**config.mk**
```make
export PLATFORM = sky130hd
export DESIGN_NAME = lfu_cache_slot_manager
export DESIGN_NICKNAME = d
export VERILOG_FILES = /design/src/design/lfu_pkg.sv /design/src/design/lfu_cell.sv /design/src/design/lfu_cache_slot_manager.sv
export SDC_FILE = /design/constraint.sdc
export NUM_CORES = 2
export LEC_CHECK = 0
export ABC_CLOCK_PERIOD_IN_PS = 20400
export BUFFER_PORTS_ARGS = -buffer_cell sky130_fd_sc_hd__buf_2
export CAP_MARGIN = 30
export CORE_ASPECT_RATIO = 0.8
export CORE_MARGIN = 5
export CORE_UTILIZATION = 45
export DETAILED_ROUTE_END_ITERATION = 10
export SYNTH_ARGS = -nofsm -noshare
export SYNTH_HDL_FRONTEND = slang
export SYNTH_HIERARCHICAL = 1
export SYNTH_SLANG_ARGS = --single-unit
```
**constraint.sdc**
```tcl
create_clock -name clk -period 20.4 [get_ports clk]
set_clock_uncertainty 0.15 [all_clocks]
set_input_delay 4.08 -clock clk [delete_from_list [all_inputs] [get_ports clk]]
set_output_delay 4.08 -clock clk [all_outputs]
set_load 0.005 [all_outputs]
```
**src/design/lfu_pkg.sv**
```systemverilog
// ----------------------------------------------------------------------------
// LFU slot cache package
// Shared widths, beat payload types and the record that travels along the
// chain of slot cells.
// ----------------------------------------------------------------------------
`default_nettype none

package lfu_pkg;

  localparam int KEY_W     = 21;
  localparam int HANDLE_W  = 32;
  localparam int SLOT_W    = 6;
  localparam int SLOTS_DEF = 10;
  localparam int HIT_DEF   = 16;

  typedef struct packed {
    logic                req_type;
    logic [KEY_W-1:0]    key;
    logic [HANDLE_W-1:0] handle;
  } lfu_req_t;

  typedef struct packed {
    logic                hit;
    logic [HANDLE_W-1:0] data_out;
    logic [SLOT_W-1:0]   slot;
    logic                evicted;
    logic [HANDLE_W-1:0] evicted_handle;
  } lfu_rsp_t;

  // Request record handed from cell to cell, one cell per cycle.
  typedef struct packed {
    logic                valid;
    logic                req_type;
    logic [KEY_W-1:0]    key;
    logic [HANDLE_W-1:0] handle;
    logic                done;
    logic                hit;
    logic [HANDLE_W-1:0] data;
    logic [SLOT_W-1:0]   slot;
    logic                have_min;
    logic [HANDLE_W-1:0] evh;
  } lfu_tok_t;

  // Replacement write broadcast to all cells after a full scan.
  typedef struct packed {
    logic                en;
    logic [SLOT_W-1:0]   slot;
    logic [KEY_W-1:0]    key;
    logic [HANDLE_W-1:0] handle;
  } lfu_wr_t;

endpackage

`default_nettype wire

```
**src/design/lfu_cell.sv**
```systemverilog
// ----------------------------------------------------------------------------
// LFU slot cell
// Holds one slot (key, hit count, handle), serves the passing request record
// and takes part in the least-frequently-used search.
// ----------------------------------------------------------------------------
`default_nettype none

module lfu_cell
  import lfu_pkg::*;
#(
  parameter int IDX      = 0,
  parameter int HIT_BITS = HIT_DEF
) (
  input  wire logic                clk,
  input  wire logic                rst,
  input  wire lfu_tok_t            tok_in,
  input  wire logic [HIT_BITS-1:0] min_in,
  input  wire lfu_wr_t             wr,
  output lfu_tok_t                 tok_out,
  output logic [HIT_BITS-1:0]      min_out
);

  localparam logic [SLOT_W-1:0] MY_SLOT = SLOT_W'(IDX);

  logic [KEY_W-1:0]    slot_key;
  logic [HIT_BITS-1:0] hit_count;
  logic [HANDLE_W-1:0] slot_handle;

  lfu_tok_t            tok_next;
  logic [HIT_BITS-1:0] min_next;
  logic [KEY_W-1:0]    slot_key_next;
  logic [HIT_BITS-1:0] hit_count_next;
  logic                fill;

  always_comb begin
    tok_next       = tok_in;
    min_next       = min_in;
    slot_key_next  = slot_key;
    hit_count_next = hit_count;
    fill           = 1'b0;
    if (tok_in.valid && !tok_in.done) begin
      if (!tok_in.req_type) begin
        if (slot_key == tok_in.key) begin
          tok_next.done = 1'b1;
          tok_next.hit  = 1'b1;
          tok_next.data = slot_handle;
          tok_next.slot = MY_SLOT;
          if (hit_count != '1) begin
            hit_count_next = hit_count + 1'b1;
          end
        end
      end else if (slot_key == '0) begin
        tok_next.done  = 1'b1;
        tok_next.slot  = MY_SLOT;
        slot_key_next  = tok_in.key;
        hit_count_next = '0;
        fill           = 1'b1;
      end else if (!tok_in.have_min || (hit_count < min_in)) begin
        tok_next.have_min = 1'b1;
        tok_next.slot     = MY_SLOT;
        tok_next.evh      = slot_handle;
        min_next          = hit_count;
      end
    end
    if (wr.en && (wr.slot == MY_SLOT)) begin
      slot_key_next  = wr.key;
      hit_count_next = '0;
    end
  end

  always_ff @(posedge clk) begin
    if (rst) begin
      slot_key  <= '0;
      hit_count <= '0;
      tok_out   <= '0;
    end else begin
      slot_key  <= slot_key_next;
      hit_count <= hit_count_next;
      tok_out   <= tok_next;
    end
  end

  always_ff @(posedge clk) begin
    min_out <= min_next;
    if (fill) begin
      slot_handle <= tok_in.handle;
    end else if (wr.en && (wr.slot == MY_SLOT)) begin
      slot_handle <= wr.handle;
    end
  end

endmodule

`default_nettype wire

```
**src/design/lfu_cache_slot_manager.sv**
```systemverilog
// ----------------------------------------------------------------------------
// LFU cache slot manager
// Fully associative key-to-handle cache with least-frequently-used
// replacement, built as a chain of slot cells.
// ----------------------------------------------------------------------------
// Usage: a request beat on req (req_valid/req_stall) is a lookup or an insert.
// Every request gives exactly one response beat on rsp (rsp_valid/rsp_stall).
// The request record walks the chain of SLOTS cells, one cell per cycle, and
// its response is then registered into the output or skid register. One
// request is in flight at a time: a new request is taken only after the record
// has left the cell chain. An eviction writes the chosen slot in the cycle the
// record leaves the chain.
// A finished response sits in the output register while the next request
// is taken; a second finished response waits in a skid register, and no
// new request is taken until that register drains.
// Reset empties every slot and clears all hit counts and both output stages.
// ----------------------------------------------------------------------------
`default_nettype none

module lfu_cache_slot_manager
  import lfu_pkg::*;
#(
  parameter int SLOTS    = SLOTS_DEF,
  parameter int HIT_BITS = HIT_DEF
) (
  input  wire logic     clk,
  input  wire logic     rst,
  input  wire logic     req_valid,
  output logic          req_stall,
  input  wire lfu_req_t req,
  output logic          rsp_valid,
  input  wire logic     rsp_stall,
  output lfu_rsp_t      rsp
);

  lfu_tok_t            tok  [SLOTS];
  logic [HIT_BITS-1:0] minc [SLOTS];
  lfu_tok_t            tok_first;
  lfu_tok_t            tok_last;
  lfu_wr_t             wr;
  lfu_rsp_t            result;
  lfu_rsp_t            skid;
  logic                skid_valid;
  logic                busy;
  logic                take;

  assign req_stall = busy | skid_valid;
  assign take      = req_valid & ~req_stall;

  always_comb begin
    tok_first          = '0;
    tok_first.valid    = take;
    tok_first.req_type = req.req_type;
    tok_first.key      = req.key;
    tok_first.handle   = req.handle;
    tok_first.done     = (req.key == '0);
  end

  for (genvar i = 0; i < SLOTS; i++) begin : g_cell
    if (i == 0) begin : g_head
      lfu_cell #(.IDX(i), .HIT_BITS(HIT_BITS)) u_cell (
        .clk     (clk),
        .rst     (rst),
        .tok_in  (tok_first),
        .min_in  ({HIT_BITS{1'b0}}),
        .wr      (wr),
        .tok_out (tok[i]),
        .min_out (minc[i])
      );
    end else begin : g_body
      lfu_cell #(.IDX(i), .HIT_BITS(HIT_BITS)) u_cell (
        .clk     (clk),
        .rst     (rst),
        .tok_in  (tok[i-1]),
        .min_in  (minc[i-1]),
        .wr      (wr),
        .tok_out (tok[i]),
        .min_out (minc[i])
      );
    end
  end

  assign tok_last = tok[SLOTS-1];

  always_comb begin
    wr.en                 = tok_last.valid & tok_last.req_type & ~tok_last.done;
    wr.slot               = tok_last.slot;
    wr.key                = tok_last.key;
    wr.handle             = tok_last.handle;
    result.hit            = tok_last.hit;
    result.data_out       = tok_last.hit ? tok_last.data : '0;
    result.slot           = tok_last.slot;
    result.evicted        = tok_last.req_type & ~tok_last.done;
    result.evicted_handle = result.evicted ? tok_last.evh : '0;
  end

  always_ff @(posedge clk) begin
    if (rst) begin
      busy       <= 1'b0;
      rsp_valid  <= 1'b0;
      skid_valid <= 1'b0;
    end else begin
      if (take) begin
        busy <= 1'b1;
      end else if (tok_last.valid) begin
        busy <= 1'b0;
      end
      if (!rsp_valid || !rsp_stall) begin
        if (skid_valid) begin
          rsp_valid  <= 1'b1;
          skid_valid <= tok_last.valid;
        end else begin
          rsp_valid <= tok_last.valid;
        end
      end else if (tok_last.valid) begin
        skid_valid <= 1'b1;
      end
    end
  end

  always_ff @(posedge clk) begin
    if (!rsp_valid || !rsp_stall) begin
      if (skid_valid) begin
        rsp <= skid;
        if (tok_last.valid) begin
          skid <= result;
        end
      end else if (tok_last.valid) begin
        rsp <= result;
      end
    end else if (tok_last.valid) begin
      skid <= result;
    end
  end

endmodule

`default_nettype wire

```
==> results.md <==
* PostCTS Resize Cnt at 0
* Worst path top cell family by delay: buffers and inverters
* Hold WC Path Type: reg2reg
* Worst Tran Pin Value at between 1 and 1.5 ns
* Clock slew at reported path FFs at ~0.060 ns
* DR iter-0 viols at approximately 6200
* Vias in the first global route at 59621
* Final Cycle Share at 0.358
* Largest net degree at the start of global routing at 200
* Clk_lat worst skew at between 0.8 and 0.9 ns
* Die Y at 415 um
* ANT nets after route at 0
* WP data required at 20.91 ns
* TritonCTS clock tree: built
* Final WL at ~230 mm
* Critical path cell sequence: buf_8 -> buf_4 -> buf_4 -> buf_4 -> buf_16 -> buf_4 -> nand2b_1 -> mux2i_1
* Startpoint Class: input port
* Slowest stage delay, CP at around 0.80 ns
* Synth warn at 6
* Std-Cell Rows at around 150
* Worst ir drop on vdd at ~0.087 mV
* Hpwl dp at between 150 and 200 mm
* Count of final hold-check violations at 0
* CTS sink count at approximately 2300
* H-tree depth at 4
* Initial antenna violation count at 4
* Setup CP Type: in2reg
* Drc violations at 0
* Starting Density at 0.453
* Buf+Inv Stages, Crit Path at 6
* Clock buffer depth at 3
* Wirelength per Cell at 19.6 um
* Core area at just over 200000 um^2
* Final min period at ~7.3 ns
* Root buffer cell: clkbuf_16
* Max_cap viols at 0
* Total negative slack at 0 ns
* Gp weighted congestion at roughly 0.86
* Mean Syn Cell Area at just over 10 um^2
* Io pins at around 130
* Num CTS Buffers at ~210
* Syn Inst Count at around 9000
* Endpoints failing setup at 0
* Top achievable clock speed at between 100 and 150 MHz
* Crit path max fanout at ~120
* Crit path top cell by count: buf_4
* Final core utilization at 0.505
* Pins Over Slew Limit at 0
* First-pass GRT wire length at about 360 mm
* Cts hold-fix bufs at 0
* Total track usage at 0.208
* RSZ-0062 raised after global routing: false
* Max_slew headroom at 0.244
* Status: completed
* Number of port buffers at approximately 130
* Layout cell share with drive strength beyond 1 at 0.117
* TritonRoute pass-1 iters at 5
* Total setup buffers inserted after CTS at 0
* Total gr overflow at 0
* CP max stage cell: buf_4
* Synth-to-Final Area Change at 11.4%
* Routed vias/inst at about 5.4
* Leakage at slightly above 40 nW
* Filler Cell Count at 18177
* DIE AREA at between 200000 and 250000 um^2
* P per Cell Area at 90.3 nW/um^2
* Synth Cell Area at 92200 um^2
* Vias at roughly 63000
* Critical Path AT at about 8 ns
* CP endpoint kind: flop
* Die width at ~520 um
* Nets at 9078
[metal layers]
layer | track usage | routed length, um | vias to the layer above
met2 | 0.270 | 86600 | 1802
met3 | 0.0339 | 14600 | 278
li1 | - | - | 31061
met1 | 0.353 | 126000 | 30086
met5 | 0 | 13 | -
met4 | 0.0380 | 3490 | 2
[registers in the layout, indices dropped and copies added, names as in the netlist]
name,count
g_cell.g_body.u_cell/hit_count,144
g_cell.g_head.u_cell/slot_key,21
rsp,72
g_cell.g_head.u_cell/hit_count,16
g_cell.g_body.u_cell/min_out,128
skid_valid,1
rsp_valid,1
g_cell.g_head.u_cell/min_out,16
g_cell.g_body.u_cell/tok_out,1151
g_cell.g_head.u_cell/slot_handle,32
skid,72
g_cell.g_head.u_cell/tok_out,128
g_cell.g_body.u_cell/slot_handle,288
g_cell.g_body.u_cell/slot_key,189
busy,1
[path summary, 6_finish.rpt]
check                                            start                              endpoint  slack (ns)  depth (start not counted)
setup / recovery                                   rst   g_cell[5].g_body.u_cell/tok_out[17]       13.10                          8
hold / removal     g_cell[8].g_body.u_cell/tok_out[35]   g_cell[9].g_body.u_cell/tok_out[35]        0.28                          2
setup reg to reg  g_cell[9].g_body.u_cell/tok_out[126]  g_cell[4].g_body.u_cell/hit_count[5]       16.07                          8
hold reg to reg    g_cell[8].g_body.u_cell/tok_out[35]   g_cell[9].g_body.u_cell/tok_out[35]        0.28                          2
[final cells by class]
cell class / instances / area [um^2] / area share
diodes: 3 / 7.51 / 0.0000731
well taps: 2700 / 3380 / 0.0329
multi-input cells: 5942 / 39400 / 0.384
flip-flops and latches: 2260 / 49900 / 0.486
clock buffers: 320 / 6480 / 0.0630
clock inverters: 87 / 1000 / 0.00973
inverters: 194 / 728 / 0.00709
repair buffers: 248 / 1810 / 0.0176
[placed cells by master, fill, tap and decap left out, types with 36 or more instances in the layout]
cell          n
dfxtp_1    1794
nand2_1     832
nor2_1      615
nor2b_1     559
edfxtp_1    464
mux2i_1     460
a21oi_1     377
mux2_2      345
nand2b_1    316
nor3_1      265
a211oi_1    233
clkbuf_16   224
inv_1       191
nand4_1     176
nand3_1     165
ha_1        160
xor2_1      142
buf_2       132
o21ai_0     110
conb_1      106
and2_1       98
buf_4        96
nor4_1       82
or4_1        69
xnor2_1      68
o211ai_1     68
a221o_1      65
clkbuf_8     51
clkbuf_1     45
clkinv_2     42
and3_1       42
a31oi_1      40
nor4b_1      37
nand3b_1     36
[tightest hold or removal path: cells and delay by family, from the launching register on]
kind | cells | cell delay [ns]
and+or+nand+nor | 1 | 0.05
DFF | 1 | 0.30
AOI/OAI and AO/OA | 1 | 0.04
[power by group]
| group | switching [W] | internal (W) | total, W |
|---|---|---|---|
| registers | 0.0000765 | 0.00466 | 0.00474 |
| clock network | 0.00173 | 0.00239 | 0.00412 |
| logic | 0.000250 | 0.000167 | 0.000416 |
| total | 0.00205 | 0.00722 | 0.00928 |
[metrics by stage]
step | setup slack [ns] | hold WS, ns | cell area [um^2] | std cells | total power, W
after global routing | 12.82 | 0.291 | 103000 | 11751 | 0.00962
after floorplan | 10.24 | 0.247 | 92600 | 8986 | 0.00511
after detailed placement | 11.89 | 0.259 | 95100 | 11336 | 0.00525
after CTS | 12.81 | 0.272 | 103000 | 11743 | 0.00937
final | 13.10 | 0.275 | 103000 | 11754 | 0.00928
after global placement | 11.88 | 0.260 | 94800 | 11324 | 0.00523
Note: power is estimated with default switching activity, not from simulation.
